<file path="src/rtl/core/otsu_fifo.sv">
// small queue between histogram front end and search back end
`timescale 1ns / 1ps
module otsu_fifo #(
	parameter int W = 9
) (
	input  logic         clk,
	input  logic         arst_n,
	input  logic         in_valid,
	output logic         in_ready,
	input  logic [W-1:0] in_data,
	output logic         out_valid,
	input  logic         out_ready,
	output logic [W-1:0] out_data
);
	logic [W-1:0] mem_q [2];
	logic         wp_q, rp_q;
	logic [1:0]   cnt_q;

	assign in_ready  = cnt_q != 2'd2;
	assign out_valid = cnt_q != 2'd0;
	assign out_data  = mem_q[rp_q];

	always_ff @(posedge clk) begin
		if (in_valid && in_ready) mem_q[wp_q] <= in_data;
	end

	always_ff @(posedge clk or negedge arst_n) begin
		if (!arst_n) begin
			wp_q  <= 1'b0;
			rp_q  <= 1'b0;
			cnt_q <= 2'd0;
		end else begin
			if (in_valid && in_ready) wp_q <= ~wp_q;
			if (out_valid && out_ready) rp_q <= ~rp_q;
			cnt_q <= cnt_q + {1'b0, in_valid && in_ready} - {1'b0, out_valid && out_ready};
		end
	end
endmodule

</file>
<file path="config.mk">
export PLATFORM = sky130hd
export DESIGN_NAME = otsu_fifo
export DESIGN_NICKNAME = d
export VERILOG_FILES = /design/src/rtl/core/otsu_fifo.sv
export SDC_FILE = /design/constraint.sdc
export NUM_CORES = 1
export LEC_CHECK = 0
export BUFFER_PORTS_ARGS = -buffer_cell sky130_fd_sc_hd__buf_2
export CAP_MARGIN = 10
export CORE_MARGIN = 2
export CORE_UTILIZATION = 40
export CTS_BUF_LIST = sky130_fd_sc_hd__clkbuf_8 sky130_fd_sc_hd__clkbuf_16
export DETAILED_ROUTE_END_ITERATION = 8
export GPL_ROUTABILITY_DRIVEN = 1
export HOLD_SLACK_MARGIN = 0.03
export PLACE_DENSITY = 0.66
export SLEW_MARGIN = 20
export SYNTH_ARGS = -nofsm -noshare
export SYNTH_HDL_FRONTEND = slang
export SYNTH_SLANG_ARGS = --single-unit
</file>
<file path="constraint.sdc">
create_clock -name clk -period 1.6 [get_ports clk]
set_input_delay 0.08 -clock clk [delete_from_list [all_inputs] [get_ports clk]]
set_output_delay 0.08 -clock clk [all_outputs]
set_load 0.1 [all_outputs]
</file>
==> reports/metrics.yaml <==
global_route:
  overflow: 0
  grt_pass1_wl_um: 2311
  track_usage: 0.1323
  antenna_found_initial: 0
  grt_max_degree: 14
  grt_pass1_vias: 501
critical_path:
  worst_path_max_delay_cell: "dfrtp_1"
  critPathTopFamily: "flip-flops"
  critPathRequiredTime_ns: 1.75
  worstPathCellList: "or2_4 -> and2_4 -> ha_4 -> inv_2 -> ha_4 -> xnor2_2 -> xnor2_1"
  worstSetupStartpointType: "register"
  r2r_start: "cnt_q[0]"
  critPathKind: "reg2reg"
  crit_fanout: 3
  cp-end-kind: "register"
  path_buf_inv: 1
  cp_slowest_stage_delay_ns: 0.40
  path_common_cell: "ha_4"
  critPathLaunch: "cnt_q[0]"
  cp.arrival_ns: 1.73
timing:
  clock_skew_ns: 0.004094
  rsz0062_at_grt: "yes"
  relSlewSlack: 0.6760
  whs_ns: 0.1532
  hold_viol_final: 0
  setup_violations: 0
  finalCritPeriodShare: 0.9920
  max_slew.worst_pin.slew_ns: 0.4894
  final-max-slew-violation-count: 0
  final.min_clock_period_ns: 1.587
  clock.fmax_mhz: 630.0
outcome:
  status: "complete, no violations"
synthesis:
  ys.warnings.count: 0
  synthCells: 45
  avgSynthCellArea_sq_um: 18.80
  ys_seq_area_frac: 0.7574
  synthesis.area_sq_um: 845.8
  synth-seq-cells: 22
  synth_area_leader_cell: "edfxtp_1"
  synth_fp_nets: 60
  yosysUniqueCellTypes: 14
  synth_top_area_share: 0.6391
  synthTopCellsByArea: "edfxtp_1, mux2_1, dfrtp_1, xnor2_1, ha_1"
detailed_routing:
  via_count: 507
  viasPerCell: 4.409
  wl_per_cell_um: 12.17
  final_antenna_net_count: 0
  route.detailed.drc: 0
  drt_iter0_markers: 3
  drt-pass1-iter-count: 4
  drt_wl_total_um: 1400
finish:
  fillCellCount: 160
  synthToLayoutAreaGrowth_pct: 48.67
  multiInputGateArea_sq_um: 239.0
  diodes: 0
  nets: 104
  seq_area_sq_um: 641.9
  drive_gt1_frac: 0.4773
clocking:
  clock_latency_ns: 0.26
  ctsHtreeMaxLevel: 1
  cts_sinks: 22
  clockRootBuffer: "clkbuf_8"
  tritoncts: "done"
  ctsLongestPathBuffers: 2
  cts.clk_slew.worst_paths_ns: 0.07
  numCtsBuffers: 3
placed_design:
  portBuffers: 23
  routabilityCongestion: 0.6833
  dp_hpwl_um: 933.7
floorplanning:
  coreArea_sq_um: 1982
  chipHeight_um: 49.99
  start_util: 0.4268
  die_x_um: 49.99
  dieArea_sq_um: 2499
  rows: 16
  pin_count: 24
job:
  cap_violations: 0
hold_path:
  hold_class: "in2async"
==> synthesized netlist by cell type <==
master	instances
nor2_1	1
and2_4	1
inv_1	1
nand2_1	1
edfxtp_1	18
nand2b_1	1
ha_1	2
and3_1	1
dfrtp_1	4
xnor2_1	3
or2_1	1
xor2_1	1
mux2_1	9
buf_2	1
==> sequential cells by signal, indices dropped and copies added, names as in the netlist <==
signal / count
cnt_q: 2
wp_q: 1
rp_q: 1
mem_q: 18
==> layout by cell type (no fill, tap or decap), types with 2 or more instances in the layout <==
| cell | n |
|---|---|
| buf_2 | 23 |
| mux2_1 | 9 |
| dfrtp_1 | 3 |
| edfxtp_1 | 18 |
| xnor2_1 | 2 |
| clkbuf_8 | 3 |
| dlygate4sd3_1 | 10 |
| buf_4 | 7 |
| ha_4 | 2 |
==> cells by family after synthesis <==
family        Yosys count  synth area share
buf+inv                 2           0.01035
fa+ha+maj               2           0.02958
simple gates            6           0.04143
xor+xnor                4           0.04143
mux                     9            0.1198
flops                  22            0.7574
==> per-stage QoR <==
step / worst slack [ns] / TNS (ns) / cell area, sq um / std cells / utilization
after floorplan: -0.1876 / -1.474 / 888.4 / 45 / -
after global placement: 0.005667 / 0 / 1070 / 99 / 0.5398
after detailed placement: -0.04463 / -0.04463 / 1070 / 99 / 0.5398
after CTS: 0.0009802 / 0 / 1257 / 115 / 0.6345
after global routing: -0.04996 / -0.04996 / 1257 / 115 / 0.6345
final: 0.01272 / 0 / 1257 / 115 / 0.6345
==> repair_timing <==
| action | 4_1_cts | 5_1_grt |
|---|---|---|
| hold buffers | 10 | 0 |
| resized for setup | 1 | 0 |
| pin swaps | 0 | 2 |
| endpoints found under the setup margin | 10 | 1 |
| endpoints found under the hold margin | 22 | 0 |
| buffers inserted | 2 | 0 |
==> layout make-up <==
type                       instances  share of cell area
tap                               27             0.02687
sequential                        22              0.5104
clock inverter                     1             0.02388
multi-input combinational         21              0.1900
timing repair buffer              40              0.2129
clock buffer                       3             0.03284
inverter                           1            0.002985
==> path summary, 6_finish.rpt <==
path | to | slack, ns | cells past startpoint
setup / recovery | cnt_q[1] | 0.01 | 7
hold / removal | cnt_q[0] | 0.15 | 2
setup reg to reg | cnt_q[1] | 0.01 | 7
hold reg to reg | wp_q | 0.50 | 1
max in group asynchronous | rp_q | 1.31 | 2
min in group clk | rp_q | 0.25 | 4
==> routing by layer <==
metal  track usage  wire length (um)  part of all wire
met5             0                 0                 0
met4       0.06944                12            0.0086
met3       0.02727                62             0.044
met2        0.2237               770              0.55
met1        0.1566               555              0.40
Power is left out: the tool's default activity adds up to more than one toggle a clock period on the data nets, which glitch-free logic cannot reach.
